$ cat src/rtl/scfe_pkg.sv
// ----------------------------------------------------------------------------
// scfe_pkg
// Shared types, codes and helpers for the SLCAN frame encoder.
// ----------------------------------------------------------------------------
package scfe_pkg;

    localparam int Q_DEPTH = 4;
    localparam int Q_AW    = 2;

    localparam logic FUNC_HDR  = 1'b0;
    localparam logic FUNC_DATA = 1'b1;

    localparam logic [7:0] CH_T_LO = 8'h74;
    localparam logic [7:0] CH_T_UP = 8'h54;
    localparam logic [7:0] CH_R_LO = 8'h72;
    localparam logic [7:0] CH_R_UP = 8'h52;
    localparam logic [7:0] CH_D_LO = 8'h64;
    localparam logic [7:0] CH_D_UP = 8'h44;

    typedef enum logic {
        K_HDR,
        K_DATA
    } t_kind;

    typedef struct packed {
        t_kind       kind;
        logic        ext;
        logic [7:0]  letter;
        logic [28:0] ident;
        logic [3:0]  dlc;
        logic [7:0]  data_byte;
        logic        last;
    } t_job;

    function automatic logic [7:0] hex_char(input logic [3:0] nib);
        logic [7:0] c;
        if (nib < 4'd10) begin
            c = 8'h30 + {4'b0, nib};
        end else begin
            c = 8'h37 + {4'b0, nib};
        end
        return c;
    endfunction

endpackage

$ cat src/rtl/scfe_front.sv
// ----------------------------------------------------------------------------
// scfe_front
// Accepts input items, tracks expected payload bytes and queues encode jobs.
// ----------------------------------------------------------------------------
module scfe_front
    import scfe_pkg::*;
#(
    parameter int MAX_PAYLOAD = 64
) (
    input  logic        i_clk,
    input  logic        i_rst_n,
    input  logic        i_valid,
    input  logic        i_full,
    input  logic        i_func,
    input  logic [28:0] i_frame_ident,
    input  logic        i_is_extended,
    input  logic        i_is_remote,
    input  logic        i_is_fd,
    input  logic [3:0]  i_length_code,
    input  logic [6:0]  i_byte_count,
    input  logic [7:0]  i_data_byte,
    output logic        o_push,
    output t_job        o_job
);

    localparam logic [6:0] MaxCnt = 7'(MAX_PAYLOAD);

    logic [6:0] r_rem;
    logic [6:0] n_rem;
    logic [6:0] cnt_sat;
    logic       accept;
    logic       is_hdr;

    assign accept = i_valid && !i_full;
    assign is_hdr = (i_func == FUNC_HDR);

    always_comb begin
        if (i_is_remote) begin
            cnt_sat = 7'd0;
        end else if (i_byte_count > MaxCnt) begin
            cnt_sat = MaxCnt;
        end else begin
            cnt_sat = i_byte_count;
        end
    end

    always_comb begin
        n_rem = r_rem;
        if (accept) begin
            if (is_hdr) begin
                n_rem = cnt_sat;
            end else if (r_rem != 7'd0) begin
                n_rem = r_rem - 7'd1;
            end
        end
    end

    always_ff @(posedge i_clk) begin
        if (!i_rst_n) begin
            r_rem <= 7'd0;
        end else begin
            r_rem <= n_rem;
        end
    end

    assign o_push = accept && (is_hdr || (r_rem != 7'd0));

    always_comb begin
        o_job.kind      = is_hdr ? K_HDR : K_DATA;
        o_job.ext       = i_is_extended;
        o_job.ident     = i_is_extended ? i_frame_ident : {18'd0, i_frame_ident[10:0]};
        o_job.dlc       = i_length_code;
        o_job.data_byte = i_data_byte;
        o_job.last      = is_hdr ? (cnt_sat == 7'd0) : (r_rem == 7'd1);
        if (i_is_remote) begin
            o_job.letter = i_is_extended ? CH_R_UP : CH_R_LO;
        end else if (i_is_fd) begin
            o_job.letter = i_is_extended ? CH_D_UP : CH_D_LO;
        end else begin
            o_job.letter = i_is_extended ? CH_T_UP : CH_T_LO;
        end
    end

endmodule

$ cat src/rtl/scfe_queue.sv
// ----------------------------------------------------------------------------
// scfe_queue
// Small job FIFO between the front and the character sequencer.
// ----------------------------------------------------------------------------
module scfe_queue
    import scfe_pkg::*;
(
    input  logic i_clk,
    input  logic i_rst_n,
    input  logic i_push,
    input  t_job i_job,
    input  logic i_pop,
    output logic o_full,
    output logic o_head_valid,
    output t_job o_head
);

    t_job              r_mem [Q_DEPTH];
    logic [Q_AW-1:0]   r_wp;
    logic [Q_AW-1:0]   r_rp;
    logic [Q_AW:0]     r_cnt;
    logic [Q_AW:0]     n_cnt;

    assign o_full       = (r_cnt == (Q_AW+1)'(Q_DEPTH));
    assign o_head_valid = (r_cnt != '0);
    assign o_head       = r_mem[r_rp];

    always_comb begin
        n_cnt = r_cnt;
        if (i_push && !i_pop) begin
            n_cnt = r_cnt + 1'b1;
        end else if (!i_push && i_pop) begin
            n_cnt = r_cnt - 1'b1;
        end
    end

    always_ff @(posedge i_clk) begin
        if (i_push) begin
            r_mem[r_wp] <= i_job;
        end
    end

    always_ff @(posedge i_clk) begin
        if (!i_rst_n) begin
            r_wp  <= '0;
            r_rp  <= '0;
            r_cnt <= '0;
        end else begin
            r_cnt <= n_cnt;
            if (i_push) begin
                r_wp <= r_wp + 1'b1;
            end
            if (i_pop) begin
                r_rp <= r_rp + 1'b1;
            end
        end
    end

endmodule

$ cat src/rtl/scfe_back.sv
// ----------------------------------------------------------------------------
// scfe_back
// Character sequencer: expands one job into ASCII characters, one per cycle while i_stall is low.
// ----------------------------------------------------------------------------
module scfe_back
    import scfe_pkg::*;
(
    input  logic       i_clk,
    input  logic       i_rst_n,
    input  logic       i_head_valid,
    input  t_job       i_head,
    output logic       o_pop,
    input  logic       i_stall,
    output logic       o_valid,
    output logic [7:0] o_ascii_char,
    output logic       o_frame_end
);

    logic [3:0]  r_idx;
    logic [3:0]  n_idx;
    logic        r_valid;
    logic [7:0]  r_char;
    logic        r_end;
    logic        advance;
    logic [3:0]  ndig;
    logic [3:0]  last_idx;
    logic [3:0]  pos;
    logic [31:0] ident32;
    logic [7:0]  ch;
    logic        ch_end;
    logic        at_last;

    assign advance  = i_head_valid && (!r_valid || !i_stall);
    assign ndig     = i_head.ext ? 4'd8 : 4'd3;
    assign last_idx = (i_head.kind == K_HDR) ? (ndig + 4'd1) : 4'd1;
    assign at_last  = (r_idx == last_idx);
    assign pos      = ndig - r_idx;
    assign ident32  = {3'b0, i_head.ident};
    assign o_pop    = advance && at_last;

    always_comb begin
        ch_end = 1'b0;
        if (i_head.kind == K_HDR) begin
            if (r_idx == 4'd0) begin
                ch = i_head.letter;
            end else if (at_last) begin
                ch     = hex_char(i_head.dlc);
                ch_end = i_head.last;
            end else begin
                ch = hex_char(ident32[{pos[2:0], 2'b00} +: 4]);
            end
        end else begin
            if (r_idx == 4'd0) begin
                ch = hex_char(i_head.data_byte[7:4]);
            end else begin
                ch     = hex_char(i_head.data_byte[3:0]);
                ch_end = i_head.last;
            end
        end
    end

    always_comb begin
        n_idx = r_idx;
        if (advance) begin
            n_idx = at_last ? 4'd0 : (r_idx + 4'd1);
        end
    end

    always_ff @(posedge i_clk) begin
        if (!i_rst_n) begin
            r_idx   <= 4'd0;
            r_valid <= 1'b0;
        end else begin
            r_idx <= n_idx;
            if (advance) begin
                r_valid <= 1'b1;
            end else if (!i_stall) begin
                r_valid <= 1'b0;
            end
        end
    end

    always_ff @(posedge i_clk) begin
        if (advance) begin
            r_char <= ch;
            r_end  <= ch_end;
        end
    end

    assign o_valid      = r_valid;
    assign o_ascii_char = r_char;
    assign o_frame_end  = r_end;

endmodule

$ cat src/rtl/slcan_frame_encoder.sv
// ----------------------------------------------------------------------------
// slcan_frame_encoder
// Encodes CAN / CAN-FD frames (header + payload items) as SLCAN ASCII.
// ----------------------------------------------------------------------------
//  channel | direction | handshake            | payload
//  in      | input     | i_valid / o_stall    | func, ident, flags, dlc, count, byte
//  out     | output    | o_valid / i_stall    | ascii_char, frame_end
//
// One character leaves per cycle while i_stall is low: a standard header makes 5
// characters, an extended header 10, a payload byte 2, set by the character sequencer in scfe_back.
// A 4-entry job queue lets the front accept items while the sequencer works.
// Dropped data items (no byte expected) are consumed at the input and queue no job.
// Synchronous active-low reset clears the byte count, queue and output valid.
// ----------------------------------------------------------------------------
module slcan_frame_encoder
    import scfe_pkg::*;
#(
    parameter int MAX_PAYLOAD = 64
) (
    input  logic        i_clk,
    input  logic        i_rst_n,
    input  logic        i_valid,
    output logic        o_stall,
    input  logic        i_func,
    input  logic [28:0] i_frame_ident,
    input  logic        i_is_extended,
    input  logic        i_is_remote,
    input  logic        i_is_fd,
    input  logic [3:0]  i_length_code,
    input  logic [6:0]  i_byte_count,
    input  logic [7:0]  i_data_byte,
    output logic        o_valid,
    input  logic        i_stall,
    output logic [7:0]  o_ascii_char,
    output logic        o_frame_end
);

    logic q_full;
    logic q_push;
    logic q_pop;
    logic q_head_valid;
    t_job q_job;
    t_job q_head;

    assign o_stall = q_full;

    scfe_front #(
        .MAX_PAYLOAD(MAX_PAYLOAD)
    ) u_front (
        .i_clk         (i_clk),
        .i_rst_n       (i_rst_n),
        .i_valid       (i_valid),
        .i_full        (q_full),
        .i_func        (i_func),
        .i_frame_ident (i_frame_ident),
        .i_is_extended (i_is_extended),
        .i_is_remote   (i_is_remote),
        .i_is_fd       (i_is_fd),
        .i_length_code (i_length_code),
        .i_byte_count  (i_byte_count),
        .i_data_byte   (i_data_byte),
        .o_push        (q_push),
        .o_job         (q_job)
    );

    scfe_queue u_queue (
        .i_clk        (i_clk),
        .i_rst_n      (i_rst_n),
        .i_push       (q_push),
        .i_job        (q_job),
        .i_pop        (q_pop),
        .o_full       (q_full),
        .o_head_valid (q_head_valid),
        .o_head       (q_head)
    );

    scfe_back u_back (
        .i_clk        (i_clk),
        .i_rst_n      (i_rst_n),
        .i_head_valid (q_head_valid),
        .i_head       (q_head),
        .o_pop        (q_pop),
        .i_stall      (i_stall),
        .o_valid      (o_valid),
        .o_ascii_char (o_ascii_char),
        .o_frame_end  (o_frame_end)
    );

endmodule

$ cat config.mk
export PLATFORM = sky130hd
export DESIGN_NAME = slcan_frame_encoder
export DESIGN_NICKNAME = d
export VERILOG_FILES = /design/src/rtl/scfe_pkg.sv /design/src/rtl/scfe_front.sv /design/src/rtl/scfe_queue.sv /design/src/rtl/scfe_back.sv /design/src/rtl/slcan_frame_encoder.sv
export SDC_FILE = /design/constraint.sdc
export NUM_CORES = 1
export LEC_CHECK = 0
export ABC_AREA = 1
export BUFFER_PORTS_ARGS = -buffer_cell sky130_fd_sc_hd__buf_2
export CAP_MARGIN = 20
export CORE_MARGIN = 5
export CORE_UTILIZATION = 40
export DETAILED_ROUTE_END_ITERATION = 8
export GPL_ROUTABILITY_DRIVEN = 0
export GPL_TIMING_DRIVEN = 0
export SLEW_MARGIN = 20
export SYNTH_ARGS = -nofsm -noshare
export SYNTH_HDL_FRONTEND = slang
export SYNTH_SLANG_ARGS = --single-unit
$ cat constraint.sdc
create_clock -name i_clk -period 3.3 [get_ports i_clk]
set_input_delay 0.165 -clock i_clk [delete_from_list [all_inputs] [get_ports i_clk]]
set_output_delay 0.165 -clock i_clk [all_outputs]
set_load 0.01 [all_outputs]
# Word-level counts from Yosys, hierarchy flattened
# Memories as Yosys holds them, arrays and structs flattened. A register that Yosys moved wholly into a read port is not among the register bits.
# Cells that the tools add are included.
dict set report op_classes {
  n_mul 0
  n_reduce_logical 19
  bitwise 1
  shift 1
  div 0
  add_sub_neg 16
  muxes 35
  eq_ne 5
  magnitude_cmp 5
}
# operator count
set ops {}
lappend ops {{2-to-1 mux 8 bit} 10}
lappend ops {{adder 6 x 4 -> 7 bit (first input constant)} 8}
lappend ops {{variable part select 32 x 6 -> 4 bit} 1}
lappend ops {{2-to-1 mux 29 bit} 1}
lappend ops {{2-to-1 mux 7 bit} 4}
lappend ops {{2-to-1 mux 6 bit} 3}
lappend ops {{less-than comparator 4 bit (second input constant)} 4}
lappend ops {{2-to-1 mux 4 bit} 3}
lappend ops {{2-to-1 mux 1 bit} 10}
lappend ops {{adder 4 x 1 -> 4 bit (second input constant)} 2}
lappend ops {{equality test 7 x 1 -> 1 bit (second input constant)} 1}
lappend ops {{greater-than comparator 7 bit (second input constant)} 1}
lappend ops {{zero test 7 bit} 1}
lappend ops {{nonzero test 7 bit} 1}
lappend ops {{subtractor 7 x 1 -> 7 bit (second input constant)} 1}
lappend ops {{logical AND 1 bit} 6}
lappend ops {{2-to-1 mux 3 bit} 2}
lappend ops {{zero test 1 bit} 5}
lappend ops {{adder 2 x 1 -> 2 bit (second input constant)} 2}
lappend ops {{equality test 4 bit} 1}
lappend ops {{zero test 4 bit} 1}
lappend ops {{2-to-1 mux 2 bit} 2}
lappend ops {{!= test 2 x 1 -> 1 bit (second input constant)} 2}
lappend ops {{adder 3 x 1 -> 3 bit (second input constant)} 1}
lappend ops {{other kinds (8)} 9}
dict set report totals {
  reg_bits 28
  memories 1
  elab_cells 91
  mem_bits_rw 208
  romBits 0
  inputBits 56
  out_inout_bits 11
  latchBits 0
}
# name words word_bits rd rd_clocked_by_memory_dff wr line_no
set memory_table {}
lappend memory_table {u_queue.r_mem 4 52 1 1 1 scfe_queue.sv:18} ;# t_job r_mem [Q_DEPTH];

# Depth between registers and ports, before layout
# Gate-level depths: netlist of the first run.
dict set report logic_depth {
  word_depth 8
  mapped_depth 25
  ltp_nobuf 23
}

# Modules after synthesis
# From an unflattened synthesis of the first run, not the netlist that was laid out.
dict set report hier_totals {
  hier_cells 987
  hier_area_um2 11230.8
}
# module cells_each seq_area_each_um2 area_each_um2 instances
set modules_own_cells {}
lappend modules_own_cells {scfe_queue 561 6426.2 8702.1 1}
lappend modules_own_cells {scfe_back 247 370.4 1519.0 1}
lappend modules_own_cells {scfe_front 179 140.1 1009.7 1}

# Least setup slack after synthesis of the first run
# Ideal clock, no wire load.
dict set report synth_path {
  kind {register -> register}
  from {reg u_front.r_rem[0]}
  to {mem u_queue.r_mem[0][0] (netlist name) (enable)}
  n_path_buf 1
  arrival_ps 3162
  path_stages_with_launch 9
  setup_ps 454
  required_ps 2846
  setup_slack_ps -316
  period_less_slack_ps 3616
  cell_sequence {dfxtp_1 -> inv_1 -> ha_1 -> nand2_1 -> inv_1 -> nand3_1 -> nand2_1 -> clkbuf_1 -> nor2_1}
}
dict set report synth_via {
  elab_chain_len 5
}
# element line_no
set synth_rtl {}
lappend synth_rtl {{from (decl)} scfe_front.sv:28} ;# logic [6:0] r_rem;
lappend synth_rtl {{from (signal assigned)} scfe_front.sv:62} ;# r_rem <= n_rem;
lappend synth_rtl {{nonzero test 7 bit} scfe_front.sv:66} ;# assign o_push = accept && (is_hdr || (r_rem != 7'd0));
lappend synth_rtl {{logical OR 1 bit} scfe_front.sv:66}
lappend synth_rtl {{logical AND 1 bit} scfe_front.sv:66}
lappend synth_rtl {{2-to-1 mux 1 bit} scfe_queue.sv:38} ;# if (i_push) begin
lappend synth_rtl {{2-to-1 mux 1 bit (not written as such)} scfe_queue.sv:39} ;# r_mem[r_wp] <= i_job;
lappend synth_rtl {{to (decl)} scfe_queue.sv:18}
# No other way between the ends.

==> flow_metrics.py, run 1 <==
metrics = {
    "hold_path": {
        "worst_hold_path_type": "in2reg",
        "holdPathStages": 3,
        "min_to": "u_queue.r_mem[0][24]",
        "min_from": "i_frame_ident[11]",
    },
    "detailed_routing": {
        "vias": 7010,
        "drtIter0Drc": 502,
        "ant_nets": 0,
        "drc": 0,
        "drt-wirelength-per-cell_um": 16.7,
        "routed_wirelength_mm": 23.7,
        "vias_per_cell": 4.92,
        "drt_pre_antenna_iters": 5,
    },
    "worst_setup_path": {
        "worstSetupPathType": "reg2reg",
        "reg2reg_depth": 24,
        "critical_path_arrival_ns": 3.39,
        "crit_top_cell": "nand2_2",
        "slowest_delay_ns": 0.45,
        "rr_endpoint": "u_back.o_ascii_char[1]",
        "r2r_slack_ns": 0.16,
        "critical_path_required_ns": 3.55,
        "cp_max_fo": 7,
        "critPathCaptureType": "flip-flop",
        "cp-start-kind": "flip-flop",
        "worstPathCellList": "inv_4 -> buf_8 -> nand2_2 -> nand3_2 -> nand2_2 -> inv_2 -> ha_4 -> inv_2 -> fa_2 -> nand2_2 -> clkinvlp_4 -> buf_4 -> nand3_1 -> nand2_1 -> nor2_2 -> nand2_2 -> nand2_4 -> nand2_2 -> nand2_4 -> nor2_1 -> o21ai_1 -> nand2_1 -> nand2_1 -> nand2_1",
        "worst_path_max_delay_cell": "fa_2",
    },
    "clock_network": {
        "clock-sinks": 221,
        "numCtsBuffers": 23,
        "cts_tree": "done",
        "htree_levels": 1,
        "worstSkewPairLatency_ns": 0.51,
        "cts_root_buf": "clkbuf_16",
        "clockBufferDepth": 3,
        "clkTransAtPathRegs_ns": 0.06,
    },
    "sta": {
        "setup_ws_ns": 0.155,
        "holdWs_ns": 0.0189,
        "tns_ns": 0,
        "hold_viol": 0,
        "drv_slew": 0,
        "fmax_mhz": 318,
        "rsz0062_at_grt": "true",
        "tightest_slew_ns": 0.879,
        "fin_crit_ns": 3.14,
        "setup_viol": 0,
        "period_share_pct": 95.3,
        "slew_headroom_pct": 41.2,
        "clock_skew_ns": 0.0169,
    },
    "floorplan": {
        "chipWidth_um": 167,
        "dieArea_sq_um": 27800,
        "fp.coreArea_sq_um": 24200,
        "die_y_um": 167,
        "start_util_pct": 40.5,
        "std_cell_rows": 57,
        "io_pins": 67,
    },
    "grt": {
        "grt_use_total_pct": 16.7,
        "grtUsageMet3_pct": 2.65,
        "grt-busiest-layer": "met2",
        "grt_start_max_net_pins": 22,
        "antenna_found_initial": 0,
        "use_met2_pct": 28.8,
        "grt_overflow": 0,
        "grt_pass1_vias": 6911,
        "grt_pass1_wl_mm": 37.2,
        "use_met1_pct": 22.5,
    },
    "finish": {
        "nFillCells": 2146,
        "drive_above_1_share_pct": 18.0,
        "num_antenna_cells": 0,
        "layout.nets": 1157,
        "area_growth_pct": 24.4,
        "design_area_sq_um": 12200,
        "final_util_pct": 50.3,
        "layoutNonFillerInstCount": 1424,
    },
    "placement": {
        "hpwl_mm": 15.7,
        "port_buffers": 65,
        "dpl-instance-area_sq_um": 10800,
        "dp_cells": 1329,
        "dp_slack_ns": -0.478,
    },
    "yosys": {
        "synthTopCellsByCount": "246 x nand2_1, 200 x edfxtp_1, 92 x inv_1",
        "ys_ff_latch": 221,
        "synthCells": 932,
        "async_reset_ff_share_pct": 0,
        "synth_ff_type": "edfxtp_1",
        "synth_area_leaders": "edfxtp_1 61%, nand2_1 9.4%, dfxtp_1 4.3%",
        "synth_top_area_cell": "edfxtp_1",
        "synth_top_area_share_pct": 61.2,
        "synth_most_common_cell": "nand2_1",
        "synth_fp_nets": 1004,
        "ys_types": 41,
        "syn_area_per_cell_sq_um": 10.5,
        "ys_seq_area_share_pct": 65.5,
        "netlist_area_sq_um": 9820,
        "yosys_warnings": 0,
        "synth_edf_count": 200,
    },
    "power": {
        "p_leak_nw": 4.93,
        "powerDensity_nw_per_um2": 827,
        "finalPower_mw": 10.1,
        "ir_drop_mv": 0.339,
    },
    "flow_run": {
        "maxCapViolations": 0,
    },
    "run_status": {
        "status": "completed",
    },
}
-- flip-flops by register name (all words and copies together), names as in the netlist, 2 cells and up, named ones only --
register             flops
u_queue.r_wp             2
u_queue.r_cnt            3
u_front.r_rem            7
u_queue.r_mem          192
u_back.o_ascii_char      7
u_back.r_idx             4
u_queue.r_rp             2
-- placed cells by master, fill, tap and decap left out, types with 3 or more instances in the layout --
cell and n:
a21oi_1 31, a32oi_1 3, buf_12 3, buf_16 5, buf_2 78, buf_4 23, buf_6 5, buf_8 3
bufinv_16 3, clkbuf_1 12, clkbuf_16 23, clkinv_1 7, dfxtp_1 20, dlygate4sd3_1 42, edfxtp_1 200, ha_1 12
inv_1 86, inv_2 7, nand2_1 231, nand2_2 16, nand2_4 4, nand3_1 71, nand3_2 3, nand4_1 5
nor2_1 70, nor2_4 4, nor3_1 6, o211ai_1 8, o21ai_0 59, o21ai_1 7, o221ai_1 3, o22a_1 4
o22ai_1 8
-- critical path, delay by kind of cell, from the launching register on --
kind            cells  cell delay, ns
flops               1            0.40
compound gates      1            0.14
buf+inv             6            0.56
simple gates       15            1.20
fa+ha+maj           2            0.59
-- worst max-delay path by stage --
stage / to / slack [ns] / cells after the start
2_1_floorplan: u_queue.r_mem[0][0] / -0.32 / 8
3_3_place_gp: u_queue.r_mem[3][8] / -2.47 / 8
3_5_place_dp: u_back.o_ascii_char[2] / -0.48 / 22
4_1_cts: u_back.o_ascii_char[2] / 0.004 / 25
5_1_grt: u_back.o_ascii_char[1] / -0.04 / 24
6_report: u_back.o_ascii_char[1] / 0.16 / 24
-- cells by family (layout without fill, tap and decap cells) --
group,Yosys count,count (layout),share of synthesized area [%]
AOI/OAI and AO/OA,135,135,8.11
DFF,221,221,65.5
and+or+nand+nor,416,416,17.5
xor gates and xnor gates,4,4,0.357
adders and majority gates,16,16,2.19
other,1,1,0.0382
buffers and inverters,139,307,6.31
-- report_power, final --
part           total (mW)  internal [mW]  switching (mW)
Clock                2.56           1.55            1.01
Combinational        3.83           1.38            2.45
Sequential           3.71           3.57           0.137
Total                10.1           6.50            3.59
-- area by class of cell --
type	count	area, sq um	area share (%)
Multi-Input combinational cell	572	2920	23.9
Inverter	99	384	3.15
Clock inverter	12	136	1.12
Timing Repair Buffer	129	1050	8.62
Clock buffer	28	614	5.03
Sequential cell	221	6430	52.7
Buffer	39	264	2.16
Tap cell	324	405	3.32
-- layer usage --
metal  up-vias  part of all wire (%)
met3        27                   5.0
met4         0                   1.4
li1       3489                     -
met2       159                    49
met1      3335                    45
met5         -                     0
-- timing repair --
action	CTS	global route
setup endpoints to repair	7	7
endpoints found under the hold margin	156	0
cloned	0	0
pin swaps	3	15
setup buffers	7	7
gates resized for setup	12	39
hold buffers	42	0
No activity file was read; power rests on OpenSTA's default activity.
==> run 2, diff against run 1 <==
--- a/config.mk
+++ b/config.mk
@@ -9,10 +9,11 @@
 export BUFFER_PORTS_ARGS = -buffer_cell sky130_fd_sc_hd__buf_2
 export CAP_MARGIN = 20
 export CORE_MARGIN = 5
-export CORE_UTILIZATION = 40
+export CORE_UTILIZATION = 54
 export DETAILED_ROUTE_END_ITERATION = 8
 export GPL_ROUTABILITY_DRIVEN = 0
 export GPL_TIMING_DRIVEN = 0
+export PLACE_DENSITY = 0.75
 export SLEW_MARGIN = 20
 export SYNTH_ARGS = -nofsm -noshare
 export SYNTH_HDL_FRONTEND = slang
==> constraint.sdc (replaced) <==
create_clock -name i_clk -period 3.3 [get_ports i_clk]
set_input_delay 0.33 -clock i_clk [delete_from_list [all_inputs] [get_ports i_clk]]
set_output_delay 0.33 -clock i_clk [all_outputs]
set_load 0.01 [all_outputs]
==> run 2 against run 1 <==
Final cell count fell by 9.9%; setup slack worse by 0.070 ns; via count up 2.3%; non-clock buffer count shrank 45; largest cell class unchanged; combinational power decreased by 4%; global-route usage grew 5.5 points; sequential power about the same.
==> flow_metrics.py, run 2 (synthesis results as in run 1) <==
metrics = {
    "grt": {
        "grt_pass1_vias": 7078,
        "antenna_found_initial": 1,
        "grt_pass1_wl_mm": 36.1,
        "grt_use_total_pct": 22.2,
        "grt_start_max_net_pins": 24,
        "grt_overflow": 0,
    },
    "finish": {
        "design_area_sq_um": 11600,
        "final_cell_mix": "235 x nand2_1, 200 x edfxtp_1, 87 x inv_1, 78 x buf_2, 70 x nor2_1",
        "largest_reg_flops": 192,
        "layout.nets": 1111,
        "drive_above_1_share_pct": 18.5,
        "area_growth_pct": 18.6,
        "layoutNonFillerInstCount": 1283,
        "largest-register": "u_queue.r_mem",
        "final_common_cell": "nand2_1",
        "num_antenna_cells": 0,
    },
    "floorplan": {
        "chipWidth_um": 145,
        "die_y_um": 145,
        "std_cell_rows": 49,
        "io_pins": 67,
        "start_util_pct": 54.8,
        "fp.coreArea_sq_um": 17900,
        "dieArea_sq_um": 21000,
    },
    "clock_network": {
        "htree_levels": 1,
        "clock-sinks": 221,
        "clkTransAtPathRegs_ns": 0.06,
        "clockBufferDepth": 3,
        "cts_tree": "done",
        "ctsHoldBuffers": 0,
        "numCtsBuffers": 22,
        "worstSkewPairLatency_ns": 0.50,
        "cts_root_buf": "clkbuf_16",
    },
    "detailed_routing": {
        "drtIter0Drc": 661,
        "vias": 7172,
        "routed_wirelength_mm": 23.4,
        "drt-wirelength-per-cell_um": 18.2,
        "vias_per_cell": 5.59,
        "ant_nets": 0,
        "drc": 0,
        "drt_pre_antenna_iters": 5,
    },
    "power": {
        "powerDensity_nw_per_um2": 863,
        "finalPower_mw": 10.0,
        "ir_drop_mv": 0.584,
        "p_leak_nw": 4.75,
    },
    "worst_setup_path": {
        "cp-start-kind": "flip-flop",
        "critical_path_required_ns": 3.54,
        "critical_path_arrival_ns": 3.46,
        "cp_max_fo": 9,
        "worstSetupPathType": "reg2reg",
        "critPathCaptureType": "flip-flop",
    },
    "hold_path": {
        "worst_hold_path_type": "in2reg",
    },
    "placement": {
        "dpl-instance-area_sq_um": 10600,
        "hpwl_mm": 14.8,
        "port_buffers": 65,
        "dp_cells": 1234,
    },
    "sta": {
        "fin_crit_ns": 3.21,
        "slew_headroom_pct": 41.9,
        "hold_viol": 0,
        "period_share_pct": 97.4,
        "drv_slew": 0,
        "setup_viol": 0,
        "fmax_mhz": 311,
        "tightest_slew_ns": 0.868,
        "clock_skew_ns": 0.00819,
    },
    "flow_run": {
        "maxCapViolations": 0,
    },
    "run_status": {
        "status": "completed",
    },
}
==> run 2: critical path: stages (launching register included) <==
cell and delay (ns):
dfxtp_2 0.32, buf_6 0.12, inv_4 0.13, nand3_2 0.11, nand2_2 0.10, inv_2 0.05, ha_4 0.15, inv_2 0.05
fa_1 0.45, nand2_2 0.12, clkinvlp_4 0.20, buf_6 0.19, nand2_1 0.06, nand2_1 0.06, a21oi_2 0.12, nand2_2 0.09
nand2_4 0.08, ha_4 0.13, nand3b_1 0.09, nand4_1 0.08, nand2_1 0.08, nand2_1 0.05, nand3_1 0.06, nand2_1 0.07
==> run 2: worst paths after layout <==
| check | startpoint | end | slack (ns) | cells past startpoint |
|---|---|---|---|---|
| max | flip-flop | u_back.o_ascii_char[2] | 0.09 | 23 |
| min | i_frame_ident[3] | u_queue.r_mem[0][16] | 0.04 | 1 |
| max reg2reg | flip-flop | u_back.o_ascii_char[2] | 0.09 | 23 |
| min reg2reg | u_queue.r_rp[0] | flip-flop | 0.46 | 2 |
==> run 2: cell type report <==
type / count / area [sq um]
Tap cell: 229 / 287
Multi-Input combinational cell: 572 / 2910
Clock inverter: 13 / 160
Sequential cell: 221 / 6430
Inverter: 99 / 388
Clock buffer: 26 / 617
Timing Repair Buffer: 85 / 594
Buffer: 38 / 249
Fill cell: 1359 / 6260
==> run 2: report_power, final <==
group | internal, mW | switching, mW
Combinational | 1.26 | 2.43
Sequential | 3.57 | 0.142
Clock | 1.64 | 1.00
==> run 2: what timing repair did <==
| action | 4_1_cts | 5_1_grt |
|---|---|---|
| endpoints found under the setup margin | 7 | 7 |
| resized for setup | 15 | 29 |
| buffers inserted | 8 | 4 |
| pin swaps | 4 | 14 |
==> run 2: per-layer routing <==
metal | GRT usage [%] | share of wire [%]
met2 | 37.8 | 50
met1 | 29.5 | 40
met4 | 8.00 | 2.3
met3 | 3.02 | 7.4
met5 | 0 | 0.056
==> run 2: through the flow <==
step | setup WS (ns) | hold WS, ns | utilization, % | TNS (ns)
finish | 0.0852 | 0.0437 | 65.0 | 0
global placement | -2.14 | 0.454 | 58.3 | -398.95
global route | -0.0673 | 0.0460 | 65.0 | -0.138
detailed placement | -0.348 | 0.460 | 59.4 | -1.82
CTS | 0.00150 | 0.0351 | 64.4 | 0
floorplan | -0.316 | 0.429 | - | -60.71
